File: src/hdl/rtcp_ram.sv
// ----------------------------------------------------------------------------
// rtcp_ram
// generic single write port ram with registered read
// ----------------------------------------------------------------------------
module rtcp_ram #(
	parameter int WIDTH = 8,
	parameter int DEPTH = 16
) (
	input  logic                                        clk,
	input  logic                                        we,
	input  logic [((DEPTH > 1) ? $clog2(DEPTH) : 1)-1:0] waddr,
	input  logic [WIDTH-1:0]                            wdata,
	input  logic [((DEPTH > 1) ? $clog2(DEPTH) : 1)-1:0] raddr,
	output logic [WIDTH-1:0]                            rdata
);

	logic [WIDTH-1:0] mem [DEPTH];

	always_ff @(posedge clk) begin
		if (we) begin
			mem[waddr] <= wdata;
		end
		rdata <= mem[raddr];
	end

endmodule

File: config.mk
export PLATFORM = sky130hd
export DESIGN_NAME = rtcp_ram
export DESIGN_NICKNAME = d
export VERILOG_FILES = /design/src/hdl/rtcp_ram.sv
export SDC_FILE = /design/constraint.sdc
export NUM_CORES = 1
export LEC_CHECK = 0
export ABC_AREA = 1
export BUFFER_PORTS_ARGS = -buffer_cell sky130_fd_sc_hd__buf_2
export CORE_MARGIN = 1
export CORE_UTILIZATION = 65
export CTS_CLUSTER_DIAMETER = 60
export DETAILED_ROUTE_END_ITERATION = 8
export GPL_ROUTABILITY_DRIVEN = 0
export HOLD_SLACK_MARGIN = 0.12
export PLACE_DENSITY = 0.84
export SLEW_MARGIN = 40
export SYNTH_ARGS = -nofsm -noshare
export SYNTH_HDL_FRONTEND = slang
export SYNTH_SLANG_ARGS = --single-unit
File: constraint.sdc
create_clock -name clk -period 2.4 [get_ports clk]
set_input_delay 0 -clock clk [delete_from_list [all_inputs] [get_ports clk]]
set_output_delay 0 -clock clk [all_outputs]
set_load 0.1 [all_outputs]
-- Yosys cells after proc, flatten, opt, wreduce, memory -nomap -nowiden
Memory sizes are Yosys's and may differ from the RTL's. A register that Yosys moved wholly into a read port is not among the register bits.
Cells that the tools add are included.
- register bits: 0
- RAM bits: 128
- bits of input ports: 18
- output and inout port bits: 8
- logic and storage cells: 3
- memories kept: 1
- muxes and demuxes: 2
- memories (name ; words ; bits a word ; read ports ; clocked after memory_dff ; wr ports ; line ; text):
    mem ; 16 ; 8 ; 1 ; 1 ; 1 ; 17 ; logic [WIDTH-1:0] mem [DEPTH];
- operators by type and width (kind ; number):
    1-bit two-way mux ; 2

-- Longest topological paths before layout
Gate-level depths: netlist (run 1).
- word-level depth: 2
- mapped depth: 8

-- Least setup slack after synthesis (run 1)
OpenSTA, ideal clock, no wires.
- path kind: in2reg
- from: input waddr[2] (netlist name)
- to: memory mem[10][0], enable pin
- setup time: 0.370 ns
- arrival: 0.581 ns
- data required time: 2.030 ns
- setup slack: 1.449 ns
- stages: 2
- path buffers: 0
- cells stage by stage: nand3b_1 -> nor2_1
- RTL lines (item ; line ; text):
    from (decl) ; 11 ; input logic [((DEPTH > 1) ? $clog2(DEPTH) : 1)-1:0] waddr,
    to (decl) ; 17 ;
Straight into the memory's write port.

-- Worst setup path in the final report (run 1)
- from: input waddr[3] (netlist name)
- to: memory mem[0][4], enable pin
Straight into the memory's write port.

==> results.md, run 1 <==
- Die width: approximately 96 µm
- Setup-failing EPs final: 16
- Max_slew headroom: 0.4487
- Commonest non-fill, non-tap cells in the layout: nand2_1 (173), edfxtp_1 (128), inv_1 (100)
- Total Negative Setup Slacks: -0.1942 ns
- Post-DR wirelength/cell: 19.26 µm
- Via density: roughly 5.9
- Final period demand of the worst path: 2.422 ns
- Failing checks: negative setup slack
- Worst-Skew Late Latency: between 0.5 and 0.6 ns
- Area Growth Syn to Fin: 15.62%
- Place WS: ~0.95 ns
- Syn Nets: roughly 570
- Initial Util: 0.6880
- Crit path DAT: about 2.6 ns
- Max stage delay on crit path: a little over 0.6 ns
- Cts repair resizes: 0
- Vias after detailed routing: approximately 4200
- Critical Path End Type: flip-flop
- Hold_ws: around 0.14 ns
- Leak: slightly below 3 nW
- Worst Path Max Fanout: 8
- Outcome: finished with violations
- Final period util: 1.009
- Critical Path RT: around 2.6 ns
- Layout cells sized above 1: 0.1012
- DRC viols: 0
- Worst-path cell chain: dlygate4sd3_1 > buf_2 > nor2_1 > dlygate4sd3_1 > nand2_1 > dlygate4sd3_1 > nor2_1
- Initial antenna violation count: 0
- Routed wire length: around 14000 µm
- Commonest non-fill, non-tap cell in the layout: nand2_1
- Most used cell, CP: dlygate4sd3_1
- CTS root buf: clkbuf_8
- Worst setup margin: -0.02231 ns
- Final setup skew: about 0.0069 ns
- Post-DP Area: 5892 µm²
- Mean Syn Cell Area: roughly 10 µm²
- Clock-pin slew on the worst setup and hold paths: 0.06 ns
- WP buf/inv: 4
- YS warnings: 0
- Sequential-to-total area share from yosys stat: 0.6943
- Die area: ~9300 µm²
- Hold Path Class: input pin to flip-flop
- Clock sinks: ~140
- Initial DRT Pass Iterations: 7
- Routed Antenna Nets: 0
- Synth Instances: about 550
- Clock H-tree levels: 4
- Max Cap Viol: 0
- Total GRT Usage: 0.3230
- Ant. Diodes: 0
- # IOs: 26
- CP top delay family: buffers and inverters
- Global route total overflow: 0
- Yosys reg bits: 136
- Fin. Hold Viols: 0
- TritonCTS clock tree: built
- Slowest CP cell: dlygate4sd3_1
- Max VDD drop: about 0.00060 V
- Distinct cells, synth: 12
- IO buf count: 25
- First-pass GRT wire length: 20310 µm
- Detailed placement HPWL: between 7000 and 8000 µm
- # nets final: between 600 and 700
- Iteration-0 DRC Markers: 575
- Critical path type: input pin to flip-flop
- Crit start category: input pin
- CTS Buf Count: 17
- Pin count of the biggest net entering global routing: 65
- RSZ-0062 raised after global routing: true
- Vias in the first global route: slightly below 4000
- Max Fclk: 412.8 MHz
- Max Slew Vio Count: 0
- Clk buf depth: 2
- Die height: ~96 µm
- Post-Syn Area: approximately 5800 µm²
- Power per cell area: about 880 nW/µm²
- Row count: 33
- Core area: 8382 µm²
- Tightest Pin Transition: ~0.82 ns
- Final Cell Area: between 6000 and 7000 µm²
-- layer usage --
metal / part of all wire / global-route usage / vias up
li1: - / - / 1852
met1: 0.36 / 0.4112 / 1946
met2: 0.49 / 0.5148 / 287
met3: 0.11 / 0.07820 / 65
met4: 0.045 / 0.1729 / 0
met5: 0 / 0 / -
-- stage by stage --
stage | total power, mW | std cells | util
floorplan | 3.017 | 551 | -
global placement | 3.124 | 660 | 0.7029
detailed placement | 3.139 | 660 | 0.7029
CTS | 5.821 | 708 | 0.7955
global route | 5.958 | 708 | 0.7955
finish | 5.835 | 708 | 0.7955
-- kinds of logic after synthesis --
kind of cell,count (synthesis),share of synthesized area
AND/OR/NAND/NOR,289,0.2105
flip-flops,136,0.6943
buffers and inverters,126,0.09525
-- worst min-delay path, stage by stage --
cell and delay (ns):
buf_2 0.12, nand3b_1 0.15, nor2_1 0.19
-- timing repair --
action                                  4_1_cts  5_1_grt
endpoints found under the hold margin       168        0
buffers inserted                              0        0
endpoints found under the setup margin        0       24
hold buffers                                 16        0
-- registers in the layout (all words and copies together) (netlist names) --
| register | cells |
|---|---|
| mem | 128 |
| rdata | 8 |
-- final cells by class --
| cell class | instances | area [µm²] |
|---|---|---|
| Sequential cell | 136 | 4004 |
| Timing Repair Buffer | 44 | 320.3 |
| Clock buffer | 18 | 417.9 |
| Tap cell | 105 | 131.4 |
| Inverter | 102 | 382.9 |
| Multi-Input combinational cell | 289 | 1214 |
| Fill cell | 476 | 1714 |
| Clock inverter | 14 | 197.7 |
-- synth_stat cells --
cell type  number  area (µm²)
nor2_1         17       63.81
edfxtp_1      128        3844
buf_2          13       65.06
nand2_1       173       649.4
nand3_1        97       485.5
inv_1         100       375.4
buf_4           4       30.03
buf_1           1       3.750
buf_6           6       67.56
inv_2           2       7.510
dfxtp_1         8       160.2
nand3b_1        2       15.01
-- where the power goes --
group	total [mW]	internal, mW	switching (mW)	leakage (nW)
Sequential	2.67	2.66	0.0171	1.22
Combinational	0.456	0.105	0.350	1.37
Clock	2.71	1.70	1.01	0.296
-- path summary, 6_finish.rpt --
kind                                   to  cells past startpoint       from  slack, ns
worst max register to register   rdata[2]                      8  mem[9][2]       0.35
worst max-delay path            mem[0][4]                      7   waddr[3]      -0.02
worst min-delay path            mem[4][5]                      3   waddr[2]       0.14
worst min register to register   rdata[6]                      6  mem[4][6]       0.70
Power figures use the tool's default switching activity.
==> run 2: changes to the inputs <==
--- a/config.mk
+++ b/config.mk
@@ -7,7 +7,7 @@
 export LEC_CHECK = 0
 export ABC_AREA = 1
 export BUFFER_PORTS_ARGS = -buffer_cell sky130_fd_sc_hd__buf_2
-export CORE_MARGIN = 1
+export CORE_MARGIN = 2
 export CORE_UTILIZATION = 65
 export CTS_CLUSTER_DIAMETER = 60
 export DETAILED_ROUTE_END_ITERATION = 8
==> run 2 against run 1 <==
The run now ends clean; core utilization shrank 1.8 points; maximum frequency grew 14%; power rose by 4.1%; sequential share of layout area shrank 0.71 points; routed wire length is 0.71% lower; critical path depth rose by 1; critical path type is now flip-flop to flip-flop.
==> results.md, run 2 (synthesized netlist as in run 1, its figures left out) <==
- Final setup skew: between 0.006 and 0.007 ns
- Row count: 34
- TritonCTS clock tree: built
- Routed wire length: roughly 14000 µm
- Place WS: a little under 1 ns
- # nets final: around 610
- Tightest Pin Transition: ~0.86 ns
- Global route total overflow: 0
- Pin count of the biggest net entering global routing: 65
- Die area: 9641 µm²
- First-pass GRT wire length: 21070 µm
- Clock-pin slew on the worst setup and hold paths: about 0.06 ns
- Iteration-0 DRC Markers: around 550
- Area Growth Syn to Fin: 17.01%
- Leak: 2.930 nW
- Hold Path Class: input pin to flip-flop
- Worst-Skew Late Latency: around 0.53 ns
- Fin. Hold Viols: 0
- Critical Path RT: 2.81 ns
- Worst Path Max Fanout: 1
- Slowest CP cell: dlygate4sd3_1
- IO buf count: 25
- Die width: about 100 µm
- Max_slew headroom: 0.4237
- Via density: roughly 5.8
- Total GRT Usage: 0.2960
- # IOs: 26
- Core area: approximately 8700 µm²
- Final period util: 0.8864
- CTS root buf: clkbuf_8
- Clock sinks: around 140
- Max stage delay on crit path: roughly 0.56 ns
- Max Cap Viol: 0
- Max VDD drop: 0.0007361 V
- RSZ-0062 raised after global routing: false
- DRC viols: 0
- Biggest register: mem
- Commonest non-fill, non-tap cell in the layout: nand2_1
- CTS Buf Count: 17
- Outcome: completed
- Setup-failing EPs final: 0
- Initial antenna violation count: 0
- Layout cells sized above 1: 0.1023
- Final period demand of the worst path: 2.127 ns
- Max Fclk: 470.1 MHz
- Critical path type: flip-flop to flip-flop
- Worst setup margin: 0.2727 ns
- WP buf/inv: 3
- CP top delay family: buffers and inverters
- Largest regs: mem (128), rdata (8)
- Total Negative Setup Slacks: 0 ns
- Vias in the first global route: between 4000 and 5000
- Worst-path cell chain: inv_1 > nand2_1 > nand3_1 > nand3_1 > nand3_1 > dlygate4sd3_1 > nand2_1 > dlygate4sd3_1
- Crit start category: flip-flop
- Initial DRT Pass Iterations: 6
- Power per cell area: around 900 nW/µm²
- Post-DR wirelength/cell: roughly 19 µm
- Commonest non-fill, non-tap cells in the layout: nand2_1 (173), edfxtp_1 (128), inv_1 (99)
- Initial Util: 0.6645
- Detailed placement HPWL: around 7000 µm
- Ant. Diodes: 0
- Routed Antenna Nets: 0
- Vias after detailed routing: between 4000 and 5000
- Clock H-tree levels: 4
- Most used cell, CP: nand3_1
- Die height: between 90 and 100 µm
- Critical Path End Type: flip-flop
- Clk buf depth: 2
- Max Slew Vio Count: 0
- Crit path DAT: between 2 and 3 ns
- Largest register FFs: 128
## run 2: changes by cell type in the layout (fill, tap and decap cells not counted), sizes merged
cell         previous run  this run
inv                   104       102
bufinv                  4         7
buf                    28        32
clkbuf                 18        17
dlygate4sd3            16        15
## run 2: worst reg2reg max path, delay by kind of cell, from the launching register on
family / cells / cell delay [ns]
buffers and inverters: 3 / 1.18
DFF: 1 / 0.37
and+or+nand+nor: 5 / 0.45
## run 2: through the flow
stage               hold slack [ns]  area (µm²)  total power [mW]    util  cells
floorplan                   0.09887        5767             3.017       -    551
global placement             0.3559        5903             3.120  0.6802    664
detailed placement           0.3698        5903             3.132  0.6802    664
CTS                          0.1223        6721             6.053  0.7745    711
global route                 0.1805        6748             6.194  0.7775    714
finish                       0.1467        6748             6.077  0.7775    714
## run 2: worst paths after layout
check | slack (ns) | end | cells after the start | startpoint
worst max register to register | 0.27 | rdata[7] | 8 | mem[9][7]
worst min register to register | 0.71 | rdata[6] | 6 | mem[14][6]
worst min-delay path | 0.15 | mem[9][5] | 3 | waddr[2]
worst max-delay path | 0.27 | rdata[7] | 8 | mem[9][7]
## run 2: per-layer routing
metal | wire length, µm | share of wire | GRT usage | up-vias
met1 | 4879 | 0.36 | 0.3948 | 1932
li1 | - | - | - | 1857
met5 | 0 | 0 | 0 | -
met3 | 1477 | 0.11 | 0.06943 | 58
met2 | 6507 | 0.48 | 0.4631 | 310
met4 | 674 | 0.050 | 0.1496 | 0
## run 2: power by group
part / internal [mW] / switching, mW / total, mW
Combinational: 0.108 / 0.351 / 0.459
Sequential: 2.66 / 0.0159 / 2.67
Clock: 1.99 / 0.958 / 2.95
Total: 4.75 / 1.33 / 6.08
## run 2: layout make-up
type                            instances  area (µm²)
Tap cell                              108       135.1
Timing Repair Buffer                   47       340.3
Fill cell                             497        1931
Clock buffer                           17       414.1
Multi-Input combinational cell        289        1214
Sequential cell                       136        4004
Inverter                              102       386.6
Clock inverter                         15       254.0
## run 2: repair_timing
item	in CTS	in global routing
resized for setup	0	1
endpoints found under the setup margin	0	1
setup buffers	0	3
hold buffers	15	0
hold endpoints to repair	182	0
==> run 3: changes to the inputs <==
--- a/config.mk
+++ b/config.mk
@@ -7,13 +7,12 @@
 export LEC_CHECK = 0
 export ABC_AREA = 1
 export BUFFER_PORTS_ARGS = -buffer_cell sky130_fd_sc_hd__buf_2
-export CORE_MARGIN = 2
 export CORE_UTILIZATION = 65
 export CTS_CLUSTER_DIAMETER = 60
 export DETAILED_ROUTE_END_ITERATION = 8
 export GPL_ROUTABILITY_DRIVEN = 0
 export HOLD_SLACK_MARGIN = 0.12
-export PLACE_DENSITY = 0.84
+export PLACE_DENSITY_LB_ADDON = 0.05
 export SLEW_MARGIN = 40
 export SYNTH_ARGS = -nofsm -noshare
 export SYNTH_HDL_FRONTEND = slang
==> run 3 against run 2 <==
Maximum frequency is 3.3% lower; register-to-register slack improved by 0.07 ns; routed wire length is 3.0% lower; global-route usage up 1.8 points; cell count shrank 0.98%; power down 5.6%; sequential share of layout area is 1.0 points higher; clock power fell by 11%; final area shrank 1.7%; non-clock buffer count fell by 3; sequential cell count is the same; critical endpoint is now rdata[6]; largest cell class unchanged.
==> results.md, run 3 (synthesized netlist as in run 1, its figures left out) <==
- Max Fclk: 454.7 MHz
- Clk buf depth: 2
- Power per cell area: between 800 and 900 nW/µm²
- Area Growth Syn to Fin: 15.08%
- Final setup skew: approximately 0.0063 ns
- Initial DRT Pass Iterations: 5
- Setup-failing EPs final: 0
- First-pass GRT wire length: roughly 20000 µm
- Max Slew Vio Count: 0
- Detailed placement HPWL: 7280 µm
- Routed Antenna Nets: 0
- # IOs: 26
- Initial Util: 0.6880
- Row count: 33
- Total GRT Usage: 0.3142
- Die height: about 96 µm
- Clock H-tree levels: 4
- Via density: about 5.6
- Hold_ws: 0.1293 ns
- Total Negative Setup Slacks: 0 ns
- Initial antenna violation count: 0
- Vias in the first global route: roughly 3800
- Biggest register: mem
- Crit start category: input pin
- Fin. Hold Viols: 0
- Vias after detailed routing: 3977
- Max Cap Viol: 0
- RSZ-0062 raised after global routing: false
- Routed wire length: between 10000 and 15000 µm
- Clock-pin slew on the worst setup and hold paths: ~0.06 ns
- Critical Path End Type: flip-flop
- Worst-Skew Late Latency: 0.52 ns
- TritonCTS clock tree: built
- Die area: 9253 µm²
- CTS root buf: clkbuf_8
- Global route total overflow: 0
- IO buf count: 25
- Pin count of the biggest net entering global routing: 65
- Final period demand of the worst path: around 2.2 ns
- Layout Cells excl Fill: ~710
- # nets final: between 600 and 700
- Worst Path Max Fanout: 17
- Final period util: 0.9164
- Max_slew headroom: 0.4406
- Die width: 96.19 µm
- Final core occ: 0.7918
- Ant. Diodes: 0
- Leak: about 2.9 nW
- Clock sinks: 136
- Layout cells sized above 1: 0.1113
- CTS Buf Count: 17
- Final total power: about 5.7 mW
- DRC viols: 0
- Max VDD drop: 0.0005346 V
- Commonest non-fill, non-tap cells in the layout: nand2_1 (173), edfxtp_1 (128), inv_1 (99)
- Outcome: completed
- Critical Path RT: roughly 2.9 ns
- Tightest Pin Transition: 0.8360 ns
- Core area: around 8400 µm²
- Critical path type: input pin to flip-flop
- Post-DR wirelength/cell: 18.58 µm
- Hold Path Class: input pin to flip-flop
- Largest regs: mem (128), rdata (8)
- Dpl cells: between 600 and 700
- Crit path DAT: roughly 2.7 ns
- Iteration-0 DRC Markers: between 300 and 400
- Largest register FFs: 128
- Commonest non-fill, non-tap cell in the layout: nand2_1
-- run 3: cell count changes in the layout (fill, tap and decap cells not counted), moves of 2 or more --
| cell | change |
|---|---|
| nor2_1 | -2 |
| nor2_2 | +2 |
| dlygate4sd3_1 | -3 |
| clkinv_2 | +4 |
| bufinv_16 | -3 |
| clkinvlp_4 | +2 |
| clkinv_1 | -5 |
-- run 3: power breakdown --
group	total, mW	switching [mW]	internal [mW]
Combinational	0.450	0.346	0.104
Sequential	2.67	0.0164	2.66
Clock	2.62	0.943	1.67
-- run 3: what timing repair did --
| item | 4_1_cts | 5_1_grt |
|---|---|---|
| endpoints found under the hold margin | 136 | 0 |
| buffers inserted | 0 | 3 |
| setup endpoints to repair | 0 | 1 |
| resized for setup | 0 | 1 |
| hold buffers | 12 | 0 |
-- run 3: critical path, stage by stage --
cell and delay (ns):
dlygate4sd3_1 0.53, buf_2 0.37, clkinvlp_4 0.32, nand3_1 0.18, nand3_1 0.07, dlygate4sd3_1 0.56
nand2_1 0.06, dlygate4sd3_1 0.54
-- run 3: cell type report --
type,count,area [µm²]
repair buffers,44,297.8
multi-input cells,289,1219
flip-flops and latches,136,4004
well taps,105,131.4
fillers,531,1745
clock inverters,13,180.2
inverters,102,386.6
clock buffers,18,417.9
-- run 3: per-stage QoR --
stage | instance area [µm²] | setup WS, ns
floorplan | 5767 | 1.449
global placement | 5887 | 1.007
detailed placement | 5887 | 1.002
CTS | 6605 | 0.08667
global route | 6636 | 0.1355
finish | 6636 | 0.2006
-- run 3: metal layers --
metal / share of wire / global-route usage / vias to the layer above
met5: 0 / 0 / -
met4: 0.021 / 0.1132 / 0
met3: 0.086 / 0.06477 / 37
met2: 0.49 / 0.5284 / 222
met1: 0.40 / 0.4061 / 1869
li1: - / - / 1849
-- run 3: worst paths after layout --
check	from	end	slack, ns	depth (start not counted)
hold / removal	we	mem[7][2]	0.13	3
hold reg to reg	mem[13][1]	rdata[1]	0.68	6
setup / recovery	raddr[2]	rdata[6]	0.20	8
setup reg to reg	mem[15][6]	rdata[6]	0.34	8
