[config.mk]
export PLATFORM = sky130hd
export DESIGN_NAME = rtcp_div
export DESIGN_NICKNAME = d
export VERILOG_FILES = /design/src/hdl/rtcp_pkg.sv /design/src/hdl/rtcp_div.sv
export SDC_FILE = /design/constraint.sdc
export NUM_CORES = 1
export LEC_CHECK = 0
export BUFFER_PORTS_ARGS = -buffer_cell sky130_fd_sc_hd__buf_2
export CAP_MARGIN = 10
export CORE_MARGIN = 10
export CORE_UTILIZATION = 30
export CTS_BUF_LIST = sky130_fd_sc_hd__clkbuf_8
export CTS_CLUSTER_SIZE = 20
export DETAILED_ROUTE_END_ITERATION = 8
export GPL_TIMING_DRIVEN = 0
export SLEW_MARGIN = 15
export SYNTH_ARGS = -nofsm -noshare
export SYNTH_HDL_FRONTEND = slang
export SYNTH_SLANG_ARGS = --single-unit
[constraint.sdc]
create_clock -name clk -period 3.25 [get_ports clk]
set_input_delay 0.4875 -clock clk [delete_from_list [all_inputs] [get_ports clk]]
set_output_delay 0.4875 -clock clk [all_outputs]
set_load 0.05 [all_outputs]
[src/hdl/rtcp_pkg.sv]
// ----------------------------------------------------------------------------
// rtcp_pkg
// shared constants and types of the receiver report block generator
// ----------------------------------------------------------------------------
package rtcp_pkg;

	localparam int SNAP_ENTRIES = 64;
	localparam int SNAP_AW      = (SNAP_ENTRIES > 1) ? $clog2(SNAP_ENTRIES) : 1;
	localparam int SNAP_W       = 96;

	localparam int DVD_W = 42;
	localparam int DSR_W = 33;
	localparam int DIV_CW = $clog2(DVD_W + 1);

	localparam int IN_DATA_W  = 288;
	localparam int IN_USER_W  = 3;
	localparam int OUT_DATA_W = 200;
	localparam int CFG_W      = 16;

	localparam logic [0:0] REG_INTERVAL = 1'b0;
	localparam logic [0:0] REG_MAX      = 1'b1;

	localparam logic OP_SENDER = 1'b0;

	localparam logic [63:0] DELAY_SAT_MS = 64'd65536000;
	// ceil(2^33 / 125), exact quotient by 125 for 26 bit numerators
	localparam logic [26:0] DIV125_M     = 27'd68719477;
	// ceil(2^27 / 125), exact for numerators below 2^20
	localparam logic [20:0] FRAC125_M    = 21'd1073742;

	typedef enum logic [3:0] {
		ST_IDLE,
		ST_DLY,
		ST_DLYW,
		ST_DLYF,
		ST_SCAN,
		ST_FRAC1,
		ST_FRAC2,
		ST_FRACW,
		ST_WRITE
	} state_t;

endpackage

[src/hdl/rtcp_div.sv]
// ----------------------------------------------------------------------------
// rtcp_div
// restoring divider, one quotient bit per cycle
// ----------------------------------------------------------------------------
module rtcp_div
	import rtcp_pkg::*;
(
	input  logic             clk,
	input  logic             arst_n,
	input  logic             start,
	input  logic [DVD_W-1:0] dividend,
	input  logic [DSR_W-1:0] divisor,
	output logic             done,
	output logic [DVD_W-1:0] quotient
);

	logic [DSR_W-1:0]  rem_q;
	logic [DVD_W-1:0]  quo_q;
	logic [DSR_W-1:0]  dsr_q;
	logic [DIV_CW-1:0] cnt_q;
	logic              busy_q;
	logic              done_q;
	logic [DSR_W:0]    shifted;
	logic [DSR_W+1:0]  trial;

	assign shifted  = {rem_q, quo_q[DVD_W-1]};
	assign trial    = {1'b0, shifted} - {2'b00, dsr_q};
	assign done     = done_q;
	assign quotient = quo_q;

	always_ff @(posedge clk or negedge arst_n) begin
		if (!arst_n) begin
			busy_q <= 1'b0;
			done_q <= 1'b0;
			cnt_q  <= '0;
		end else begin
			done_q <= 1'b0;
			if (start) begin
				busy_q <= 1'b1;
				cnt_q  <= '0;
			end else if (busy_q) begin
				cnt_q <= cnt_q + 1'b1;
				if (cnt_q == DIV_CW'(DVD_W - 1)) begin
					busy_q <= 1'b0;
					done_q <= 1'b1;
				end
			end
		end
	end

	always_ff @(posedge clk) begin
		if (start) begin
			rem_q <= '0;
			quo_q <= dividend;
			dsr_q <= divisor;
		end else if (busy_q) begin
			if (!trial[DSR_W+1]) begin
				rem_q <= trial[DSR_W-1:0];
				quo_q <= {quo_q[DVD_W-2:0], 1'b1};
			end else begin
				rem_q <= shifted[DSR_W-1:0];
				quo_q <= {quo_q[DVD_W-2:0], 1'b0};
			end
		end
	end

endmodule

* Word-level counts from Yosys, hierarchy flattened
Index checks and enable logic that the tools add are counted.
** Storage, ports and cells
- Bits in registers :: 116
- Input port bits :: 78
- Output and inout port bits :: 43
** Operators by class
- Add/subtract/negate cells :: 2
- Equality and inequality tests :: 1
- Multiplexer cells :: 12
- Reduce and logical (&&, ||, !) cells :: 1
** Operator list (number)
- 2-to-1 mux 42 bit :: 2
- subtractor 34 x 33 -> 35 bit :: 1
- 2-to-1 mux 33 bit :: 1
- 2-to-1 mux 6 bit :: 2
- 2-to-1 mux 1 bit :: 7
- adder 6 x 1 -> 6 bit, second input constant :: 1
- equality test 6 bit, second input constant :: 1
- nonzero test 2 bit :: 1

* Depth between registers and ports, before layout
Gate-level depths: netlist (run 1).
- Depth after elaboration :: 4
- Gate-level depth with buffers :: 13
- Depth with buffers taken out :: 12

* Worst setup path before layout (run 1)
OpenSTA, ideal clock, no wires.
- Path type :: reg-to-reg
- Start point :: reg quo_q[41], in the netlist quotient[41]
- End point :: reg quo_q[0], in the netlist quotient[0], data pin
- Setup time :: 0.260 ns
- Data arrival time :: 3.017 ns
- Data required time :: 2.990 ns
- Path slack :: -0.027 ns
- Cell stages (with the launch flop) :: 13
- Path buffers :: 1
- Cell sequence :: edfxtp_1 -> inv_1 -> ha_1 -> inv_1 -> fa_1 -> a21o_1 -> a41o_1 -> a21oi_4 -> a21oi_4 -> o31ai_4 -> nand2_8 -> buf_6 -> mux2_2
** On the way
- Word-level cells in the longest chain between the ends :: 4
** Ends and longest elaborated chain
- from (decl) :: RTL line rtcp_div.sv:18 : logic [DVD_W-1:0] quo_q;
- from (signal assigned) :: RTL line rtcp_div.sv:54 : quo_q <= dividend;
- from (signal assigned) :: RTL line rtcp_div.sv:59 : quo_q <= {quo_q[DVD_W-2:0], 1'b1};
- from (signal assigned) :: RTL line rtcp_div.sv:62 : quo_q <= {quo_q[DVD_W-2:0], 1'b0};
- subtractor 34 x 33 -> 35 bit :: RTL line rtcp_div.sv:27 : assign trial = {1'b0, shifted} - {2'b00, dsr_q};
- 2-to-1 mux 1 bit :: RTL line rtcp_div.sv:57 : if (!trial[DSR_W+1]) begin
- 2-to-1 mux 42 bit :: RTL line rtcp_div.sv:56 : end else if (busy_q) begin
- 2-to-1 mux 42 bit :: RTL line rtcp_div.sv:52 : if (start) begin
No other way between the ends. The select of a mux whose other input is x is not followed.
A chain may end at the register's enable or synchronous reset.

* Final worst setup path (run 1)
Same ends and word-level chain as after synthesis.

==> results of run 1 <==
[metrics by stage]
stage	std cells	utilization	TNS (ns)	instance area [sq um]	setup slack, ns
6_report	1046	0.369	0	8020	0.131
5_1_grt	1045	0.369	0	8020	0.00347
4_1_cts	1041	0.367	0	7990	0.0364
3_5_place_dp	1008	0.348	-0.0306	7570	-0.0306
3_3_place_gp	1007	0.347	-15.34	7550	-0.367
2_1_floorplan	607	-	0	6600	0.0412
[path summary, 6_finish.rpt]
check                      slack, ns                endpoint  depth (start not counted)
setup reg to reg                0.13   quotient[0]$_DFFE_PP_                         13
setup / recovery                0.13   quotient[0]$_DFFE_PP_                         13
max in group asynchronous       2.64    cnt_q[0]$_DFFE_PN0P_                          2
min in group asynchronous       0.43    cnt_q[1]$_DFFE_PN0P_                          2
hold / removal                  0.21     dsr_q[20]$_DFFE_PP_                          1
hold reg to reg                 0.48  rem_q[32]$_SDFFE_PP0P_                          2
[layout by cell type (no fill, tap or decap), types with 3 or more instances in the layout]
| cell | count |
|---|---|
| a211o_1 | 5 |
| a211oi_1 | 22 |
| a21o_1 | 13 |
| a21oi_1 | 35 |
| a311oi_1 | 3 |
| a31oi_1 | 5 |
| and3_1 | 8 |
| buf_12 | 3 |
| buf_2 | 123 |
| buf_4 | 6 |
| bufinv_16 | 4 |
| clkbuf_1 | 16 |
| clkbuf_8 | 17 |
| clkinv_2 | 4 |
| dfrtp_1 | 8 |
| dfxtp_1 | 33 |
| edfxtp_1 | 75 |
| ha_1 | 35 |
| inv_1 | 48 |
| mux2_2 | 42 |
| mux2i_1 | 26 |
| nand2_1 | 35 |
| nand2b_1 | 5 |
| nand3_1 | 12 |
| nand4_1 | 3 |
| nor2_1 | 44 |
| nor2b_1 | 4 |
| nor3_1 | 13 |
| o21a_1 | 6 |
| o21ai_0 | 16 |
| o21ai_1 | 10 |
| xnor2_1 | 17 |
| xor2_1 | 16 |
[area by class of cell]
type | count | area (sq um)
flip-flops and latches | 116 | 3110
repair buffers | 126 | 661
fillers | 2263 | 13700
diodes | 2 | 5.00
inverters | 47 | 176
multi-input cells | 419 | 3170
clock inverters | 14 | 170
plain buffers | 25 | 145
clock buffers | 17 | 234
well taps | 280 | 350
[repair_timing]
item                                   in CTS  in global routing
endpoints found under the hold margin       8                  0
hold buffers                                1                  0
setup buffers                               1                  3
cloned                                      0                  0
pin swaps                                   1                  2
setup endpoints to repair                  10                 19
[power breakdown]
group	internal [W]	switching, W	leakage, nW
clock network	0.000813	0.000594	0.208
logic	0.00122	0.00167	2.14
registers	0.00186	0.000198	1.14
[per-layer routing]
layer	track usage	vias to the layer above	wire length, um
li1	-	2517	-
met1	0.156	2448	8130
met2	0.198	178	8000
met3	0.0640	26	1870
met4	0.0397	4	285
met5	0	-	21
[state kept, by name, summed over array words and instances (netlist names)]
name	cells
dsr_q	33
busy_q	1
quotient	42
done	1
rem_q	33
cnt_q	6
[cell families after synthesis]
group / count (synthesis) / synth area share
muxes: 68 / 0.111
and+or+nand+nor: 139 / 0.104
adders and majority gates: 36 / 0.0694
AOI/OAI and AO/OA: 143 / 0.151
xor gates and xnor gates: 33 / 0.0438
DFF: 116 / 0.472
buffers and inverters: 72 / 0.0487
==> qor.csv, run 1 <==
stage,metric,value,unit
run_status,status,"complete, no violations",
synth,synth_area_per_cell,10.9,sq um
clocking,cts_buffers,17,
detailed_routing,first_pass_iters,4,
floorplan,die_w,168,um
detailed_routing,viasPerCell,4.95,
floorplan,start_util,0.303,
setup_path,startpoint_type,flip-flop,
synth,synth_top_flop_cell,edfxtp_1,
floorplan,fp.dieH,168,um
placement,dp_hpwl,13700,um
setup_path,critical_path.top_delay_family,compound AO/OA/AOI/OAI gates,
setup_path,cp_max_fo,10,
sta,tightest_slew,0.821,ns
detailed_routing,vias,5173,
grt,first_global_vias,5528,
synth,syn_nets,721,
sta,setup_viol,0,
flow_run,maxCapViolations,0,
setup_path,crit_chain,"inv_1, ha_1, inv_1, fa_1, a21o_1, a41o_1, a21oi_4, a21oi_4, o31ai_4, buf_4, nand2_8, buf_6, mux2_2",
setup_path,crit_path_start,quotient[41]$_DFFE_PP_,
synth,synth_seq_area_share,0.472,
placement,numPortBuffers,120,
sta,slew_headroom,0.453,
worst_hold_path,hp-class,in -> reg,
setup_path,r2r_start,quotient[41]$_DFFE_PP_,
synth,yosys.area.top_type,edfxtp_1,
synth,synth_cell_types,68,
setup_path,slowest_delay,0.40,ns
setup_path,worst_ep_arrival_time,3.32,ns
synth,ys_seq_elements,116,
grt,track_usage,0.129,
pwr,leakagePower,3.49,nW
setup_path,cp.required,3.45,ns
clocking,clock-root-buffer,clkbuf_8,
worst_hold_path,worst_hold_startpoint,divisor[20],
synth,synth_area_leaders,"edfxtp_1 (34%), dfxtp_1 (10%), mux2_2 (7.2%)",
placement,gp_congestion,0.887,
grt,grt_antenna_before_repair,4,
floorplan,die_area,28300,sq um
cells_and_area,area_delta_synth_final,21.5,%
floorplan,rows,54,
setup_path,critical_path_class,reg -> reg,
sta,hold_viol,0,
sta,min_period_over_period,0.960,
pwr,power,0.00635,W
synth,synth_top_area_frac,0.341,
sta,period_needed,3.12,ns
detailed_routing,avgRoutedWirePerCell,17.5,um
clocking,cts_tree,built,
clocking,clk_path_buf_depth,2,
synth,synth-edff-count,75,
synth,synth_area,6600,sq um
synth,synth_cells,607,
detailed_routing,ant_nets,0,
sta,whs,0.214,ns
setup_path,path_buf_inv,4,
grt,grt_pass1_wl,29300,um
setup_path,cp-end-kind,flip-flop,
sta,drv_slew,0,
pwr,power_density,792,nW/um^2
grt,grt_max_degree,35,
sta,clock_skew,0.00974,ns
clocking,h-tree-depth,4,
synth,synth_most_common_cell,edfxtp_1,
detailed_routing,drt_iter0_drc,332,
cells_and_area,nNetsFinal,866,
clocking,insertion_delay,0.44,ns
clocking,cts_sinks,116,
synth,synth_commonest_cells,"edfxtp_1 (75), inv_1 (47), nor2_1 (44)",
setup_path,crit_path_top_delay_cell,edfxtp_1,
cells_and_area,layout-drive-gt1-share,0.289,
sta,grt_setup_unrepaired,false,
clocking,cts_resized,0,
synth,ys_warn_count,0,
pwr,peakVddDrop,0.326,mV
grt,grt_remaining_overflow,0,
sta,max_freq,321,MHz
detailed_routing,routed_wl,18300,um
clocking,path_clk_slew,0.07,ns
synth,async_flop_share,0.0690,
floorplan,core-area,21800,sq um
floorplan,io_pins,121,
detailed_routing,drc,0,
Note: power is estimated with default switching activity, not from simulation.
==> inputs of run 2 (changes only) <==
Settings changed: ABC_AREA from default to 1.
==> qor.csv, run 2 <==
stage,metric,value,unit,change
run_status,status,"complete, no violations",,
synth,synth_cell_types,38,,-44%
sta,drv_slew,0,,unchanged
clocking,clock-root-buffer,clkbuf_8,,
floorplan,die_area,31800,sq um,+12%
cells_and_area,area_delta_synth_final,19.4,%,
sta,hold_viol,0,,unchanged
cells_and_area,layout.area.seq,3110,sq um,unchanged
setup_path,critical_path_class,in -> reg,,
synth,synth_area_leaders,"edfxtp_1 (30%), nand2_1 (22%), inv_1 (9.1%)",,
floorplan,core-area,24500,sq um,+13%
detailed_routing,vias,6884,,+33%
grt,track_usage,0.141,,+0.0112
setup_path,critical_path.top_delay_family,buffers and inverters,,
detailed_routing,routed_wl,21800,um,+19%
detailed_routing,viasPerCell,4.47,,-9.6%
setup_path,crit_path_top_delay_cell,buf_2,,
clocking,cts_tree,built,,
floorplan,start_util,0.307,,+0.00370
grt,grt_pass1_wl,35500,um,+21%
synth,synth-edff-count,75,,unchanged
clocking,cts_hold_buf,1,,unchanged
cells_and_area,largest_register_ffs,42,,unchanged
synth,async_flop_share,0.0690,,unchanged
synth,ys_seq_elements,116,,unchanged
sta,period_needed,2.62,ns,-0.495 ns
floorplan,rows,57,,+5.6%
synth,synth_area_per_cell,7.09,sq um,-35%
clocking,h-tree-depth,4,,unchanged
clocking,cts_buffers,17,,unchanged
sta,tns,0,ns,unchanged
floorplan,fp.dieH,178,um,+6.0%
sta,clock_skew,0.0201,ns,+0.0104 ns
placement,numPortBuffers,120,,unchanged
floorplan,die_w,178,um,+6.0%
setup_path,crit_chain,"buf_2, clkbuf_1, nor2_1, inv_1, buf_4",,
cells_and_area,final_common_cell,nand2_1,,
pwr,p_int,0.00369,W,-5.2%
cells_and_area,finalNonFillerCells,1540,,+47%
synth,synth_top_area_frac,0.299,,-0.0423
cells_and_area,n_fill_cell,2642,,+17%
flow_run,maxCapViolations,0,,unchanged
sta,grt_setup_unrepaired,false,,
floorplan,io_pins,121,,unchanged
cells_and_area,multi_input_area,3550,sq um,+12%
synth,synth_area,7530,sq um,+14%
sta,slew_headroom,0.420,,-0.0324
sta,max_freq,381,MHz,+19%
detailed_routing,drt_iter0_drc,398,,+20%
synth,synth_commonest_cells,"nand2_1 (444), inv_1 (182), nand3_1 (81)",,
detailed_routing,ant_nets,0,,unchanged
clocking,cts_sinks,116,,unchanged
synth,synth_top_flop_cell,edfxtp_1,,
detailed_routing,drc,0,,unchanged
cells_and_area,diodes,0,,-2
setup_path,worst_ep_arrival_time,2.71,ns,-0.61 ns
pwr,pwr-share-clk,0.236,,+0.014
cells_and_area,layout-drive-gt1-share,0.164,,-0.125
grt,grt_max_degree,52,,+49%
sta,tightest_slew,0.870,ns,+0.0486 ns
synth,yosys.area.top_type,edfxtp_1,,
synth,ys_warn_count,0,,unchanged
setup_path,path_buf_inv,4,,unchanged
sta,setup_viol,0,,unchanged
clocking,clk_path_buf_depth,2,,unchanged
synth,synth_cells,1063,,+75%
placement,dp_hpwl,17400,um,+27%
grt,grt_remaining_overflow,0,,unchanged
pwr,p_switching,0.00286,W,+16%
detailed_routing,avgRoutedWirePerCell,14.2,um,-19%
sta,min_period_over_period,0.807,,-0.152
setup_path,cp-end-kind,flip-flop,,
pwr,comb_power_share,0.461,,+0.007
synth,syn_nets,1177,,+63%
setup_path,cp_max_fo,51,,+41
clocking,path_clk_slew,0.09,ns,+0.02 ns
cells_and_area,layout_common_cells,"nand2_1 (444), inv_1 (182), buf_2 (126)",,
sta,whs,0.199,ns,-0.0145 ns
pwr,peakVddDrop,0.284,mV,-13%
pwr,power_density,729,nW/um^2,-8.0%
worst_hold_path,hp-class,in -> reg,,
clocking,cts_setup_buffers,0,,-1
grt,grt_antenna_before_repair,1,,-3
pwr,power,0.00655,W,+3.2%
setup_path,startpoint_type,input pin,,
placement,dp.cells,1507,,+50%
grt,first_global_vias,6860,,+24%
pwr,p_seq_frac,0.304,,-0.020
clocking,insertion_delay,0.46,ns,+0.02 ns
placement,gp_congestion,0.975,,+9.9%
cells_and_area,nNetsFinal,1317,,+52%
synth,synth_seq_area_share,0.413,,-0.0584
setup_path,slowest_delay,0.65,ns,+0.25 ns
pwr,switching_share,0.437,,+0.0498
synth,synth_most_common_cell,nand2_1,,
detailed_routing,first_pass_iters,4,,unchanged
setup_path,cp.required,3.34,ns,-0.11 ns
pwr,leakagePower,4.88,nW,+40%
clocking,cts_resized,0,,unchanged
run 2: cell types whose count changed in the layout (fill, tap and decap cells not counted), sizes merged, moves of 13 or more:
cell / previous run / this run
inv: 49 / 200
a211oi: 22 / 0
a21oi: 38 / 25
mux2i: 26 / 0
a21o: 14 / 0
nand3b: 0 / 13
mux2: 42 / 0
nand2: 37 / 454
xor2: 16 / 2
nand3: 13 / 89
run 2: kinds of logic (layout without fill, tap and decap cells):
group / count (synthesis) / in the layout / share of synthesized area
compound gates: 46 / 46 / 0.0329
xor+xnor: 15 / 15 / 0.0174
fa+ha+maj: 36 / 36 / 0.0608
buf+inv: 215 / 368 / 0.115
flops: 116 / 116 / 0.413
simple gates: 635 / 635 / 0.361
run 2: power by group through the flow:
stage | clock network, W | registers [W] | logic [W]
5_1_grt | 0.00165 | 0.00202 | 0.00340
3_3_place_gp | 0 | 0.00201 | 0.00298
3_5_place_dp | 0 | 0.00202 | 0.00299
6_report | 0.00154 | 0.00199 | 0.00302
4_1_cts | 0.00158 | 0.00199 | 0.00300
2_1_floorplan | 0 | 0.00217 | 0.00210
run 2: path summary, 6_finish.rpt:
check / end / slack (ns) / start / cells past startpoint
min in group asynchronous: cnt_q[4]$_DFFE_PN0P_ / 0.41 / arst_n / 2
max in group asynchronous: busy_q$_DFF_PN0_ / 2.63 / arst_n / 2
min reg2reg: rem_q[20]$_SDFFE_PP0P_ / 0.47 / rem_q[20]$_SDFFE_PP0P_ / 2
max: quotient[11]$_DFFE_PP_ / 0.63 / start / 5
min: dsr_q[12]$_DFFE_PP_ / 0.20 / divisor[12] / 1
max reg2reg: rem_q[9]$_SDFFE_PP0P_ / 0.78 / quotient[41]$_DFFE_PP_ / 13
run 2: cell type report:
| type | count | share of cell area |
|---|---|---|
| inverter | 191 | 0.0797 |
| clock buffer | 17 | 0.0260 |
| multi-input combinational | 732 | 0.395 |
| tap | 324 | 0.0451 |
| timing repair buffer | 121 | 0.0679 |
| buffer | 24 | 0.0168 |
| clock inverter | 15 | 0.0231 |
| sequential | 116 | 0.346 |
run 2: stage by stage:
stage          utilization  area (sq um)  worst slack (ns)
3_3_place_gp         0.348          8540            -0.270
5_1_grt              0.367          8990             0.396
6_report             0.367          8990             0.627
3_5_place_dp         0.348          8540            -0.330
4_1_cts              0.366          8990             0.188
2_1_floorplan            -          7530             0.900
run 2: per-layer routing:
metal | track usage | share of wire | vias up | wire length (um)
met4 | 0.0403 | 0.015 | 2 | 318
met2 | 0.229 | 0.45 | 177 | 9840
met1 | 0.177 | 0.47 | 3102 | 10200
met5 | 0 | 0.00060 | - | 13
li1 | - | - | 3581 | -
met3 | 0.0416 | 0.068 | 22 | 1480
==> inputs of run 3 (changes only) <==
Settings changed: ABC_AREA 1 to 0.
Clock period 3.25 ns to 2.7 ns, I/O delays scaled along.
==> qor.csv, run 3 (synthesized netlist as in run 1, its figures left out) <==
stage,metric,value,unit,change
sta,tightest_slew,0.818,ns,-0.0517 ns
grt,grt_antenna_before_repair,5,,+4
floorplan,start_util,0.303,,-0.00370
setup_path,cp_max_fo,8,,-84%
clocking,insertion_delay,0.44,ns,-0.02 ns
grt,track_usage,0.133,,-0.00779
placement,dp_hpwl,13800,um,-21%
placement,gp_congestion,0.900,,-7.7%
sta,hold_viol,0,,unchanged
setup_path,cp.required,2.90,ns,-0.44 ns
pwr,switching_share,0.403,,-0.0339
grt,grt_pass1_wl,30200,um,-15%
detailed_routing,drt_iter0_drc,291,,-27%
cells_and_area,nNetsFinal,873,,-34%
floorplan,die_area,28300,sq um,-11%
placement,numPortBuffers,120,,unchanged
cells_and_area,fin_util,0.376,,+0.00913
sta,grt_setup_unrepaired,true,,
placement,dp_worst_setup_slack,-0.453,ns,-0.123 ns
worst_hold_path,hp-class,in -> reg,,
cells_and_area,layout_common_cells,"buf_2 (123), edfxtp_1 (75), inv_1 (46)",,
clocking,h-tree-depth,4,,unchanged
clocking,clock-root-buffer,clkbuf_8,,
sta,min_period_over_period,1.05,,
detailed_routing,ant_nets,0,,unchanged
detailed_routing,first_pass_iters,4,,unchanged
sta,period_needed,2.85,ns,
run_status,violations,negative setup slack,,
flow_run,maxCapViolations,0,,unchanged
setup_path,cp-end-kind,flip-flop,,
cells_and_area,n_fill_cell,2204,,-17%
setup_path,startpoint_type,flip-flop,,
detailed_routing,avgRoutedWirePerCell,17.8,um,+25%
clocking,cts_buffers,17,,unchanged
sta,slew_headroom,0.453,,+0.0324
cells_and_area,layout-drive-gt1-share,0.330,,+0.166
floorplan,die_w,168,um,-5.7%
setup_path,critical_path.endpoint,quotient[0]$_DFFE_PP_,,
sta,max_freq,351,MHz,
pwr,p_int,0.00463,W,+25%
floorplan,core-area,21800,sq um,-11%
clocking,cts_sinks,116,,unchanged
floorplan,io_pins,121,,unchanged
pwr,leakagePower,3.51,nW,-28%
setup_path,worst_ep_arrival_time,3.05,ns,+0.34 ns
floorplan,fp.dieH,168,um,-5.7%
setup_path,reg2reg_to,quotient[0]$_DFFE_PP_,,
clocking,cts_tree,built,,
sta,drv_slew,0,,unchanged
grt,grt_max_degree,35,,-33%
setup_path,r2r_start,quotient[41]$_DFFE_PP_,,
pwr,pwr-share-clk,0.191,,-0.045
detailed_routing,viasPerCell,4.94,,+11%
setup_path,reg2reg_depth,12,,-1
sta,setup_viol,32,,+32
grt,first_global_vias,5614,,-18%
detailed_routing,vias,5210,,-24%
pwr,power_density,948,nW/um^2,+30%
setup_path,regToRegSetupSlack,-0.15,ns,-0.93 ns
clocking,clk_path_buf_depth,2,,unchanged
detailed_routing,drc,0,,unchanged
cells_and_area,largest_register_ffs,42,,unchanged
sta,clock_skew,0.0136,ns,-0.00657 ns
cells_and_area,area_delta_synth_final,23.8,%,
floorplan,rows,54,,-5.3%
clocking,path_clk_slew,0.08,ns,about the same
grt,grt_remaining_overflow,0,,unchanged
pwr,comb_power_share,0.489,,+0.028
setup_path,crit_path_start,quotient[41]$_DFFE_PP_,,
setup_path,critical_path_class,reg -> reg,,
pwr,p_seq_frac,0.320,,+0.016
pwr,peakVddDrop,0.501,mV,+76%
detailed_routing,routed_wl,18700,um,-14%
pwr,p_switching,0.00312,W,+9.1%
sta,setup_ws,-0.146,ns,-0.773 ns
cells_and_area,final_common_cell,buf_2,,
run_status,status,"finished, violations left",,
[run 3: cell count changes in the layout (fill, tap and decap cells not counted), sizes merged, moves of 9 or more]
cell,delta
xor2,+14
nand3,-76
nand2,-417
and3,+9
a21oi,+13
a211oi,+22
mux2,+42
inv,-152
o21ai,+11
a21o,+14
nand3b,-13
mux2i,+26
[run 3: layout make-up]
| class | instances | area, sq um | share of cell area |
|---|---|---|---|
| Antenna cell | 2 | 5.00 | 0.000612 |
| Buffer | 25 | 154 | 0.0188 |
| Clock buffer | 17 | 234 | 0.0286 |
| Clock inverter | 15 | 119 | 0.0145 |
| Inverter | 47 | 176 | 0.0216 |
| Multi-Input combinational cell | 419 | 3290 | 0.402 |
| Sequential cell | 116 | 3110 | 0.381 |
| Tap cell | 280 | 350 | 0.0429 |
| Timing Repair Buffer | 133 | 733 | 0.0897 |
[run 3: worst min-delay path by stage]
| stage | startpoint | end | slack, ns | cells after the start |
|---|---|---|---|---|
| 3_5_place_dp | arst_n | cnt_q[5]$_DFFE_PN0P_ | 0.26 | 1 |
| 6_report | divisor[5] | dsr_q[5]$_DFFE_PP_ | 0.13 | 1 |
| 3_3_place_gp | arst_n | cnt_q[5]$_DFFE_PN0P_ | 0.26 | 1 |
| 4_1_cts | divisor[5] | dsr_q[5]$_DFFE_PP_ | 0.1 | 1 |
| 5_1_grt | divisor[6] | dsr_q[6]$_DFFE_PP_ | 0.09 | 1 |
| 2_1_floorplan | arst_n | busy_q$_DFF_PN0_ | 0.11 | 0 |
[run 3: layer usage]
metal	global-route usage	up-vias	part of all wire
met5	0	-	0.0018
met4	0.0356	4	0.020
met3	0.0673	23	0.10
met2	0.208	185	0.44
met1	0.158	2458	0.43
li1	-	2540	-
[run 3: timing repair]
| action | 4_1_cts | 5_1_grt |
|---|---|---|
| setup endpoints to repair | 34 | 34 |
| buffers inserted | 10 | 1 |
| hold buffers | 1 | 0 |
| pin swaps | 9 | 20 |
| hold endpoints to repair | 8 | 0 |
| gates resized for setup | 18 | 14 |
[run 3: per-stage QoR]
stage | std cells | TNS (ns) | hold slack [ns] | power (W) | area [sq um]
4_1_cts | 1051 | -3.53 | 0.0954 | 0.00770 | 8100
5_1_grt | 1052 | -8.01 | 0.0881 | 0.00829 | 8170
3_3_place_gp | 1007 | -49.44 | 0.258 | 0.00591 | 7550
3_5_place_dp | 1008 | -18.71 | 0.260 | 0.00594 | 7570
2_1_floorplan | 607 | -8.84 | 0.109 | 0.00520 | 6600
6_report | 1054 | -2.32 | 0.131 | 0.00775 | 8170
[run 3: power by group through the flow]
stage               Combinational, W  Sequential, W  Clock [W]
detailed placement           0.00343        0.00250          0
floorplan                    0.00248        0.00271          0
global route                 0.00415        0.00252    0.00162
CTS                          0.00369        0.00248    0.00154
finish                       0.00379        0.00248    0.00148
global placement             0.00341        0.00250          0
[run 3: worst max-delay path: stages, from the launching register on]
cell      delay (ns)
edfxtp_1        0.39
inv_1           0.08
ha_2            0.18
inv_2           0.04
fa_2            0.33
a21o_1          0.19
a41o_1          0.23
a21oi_4         0.21
a21oi_4         0.08
o31ai_4         0.32
nand2_8         0.12
buf_12          0.18
mux2_2          0.25
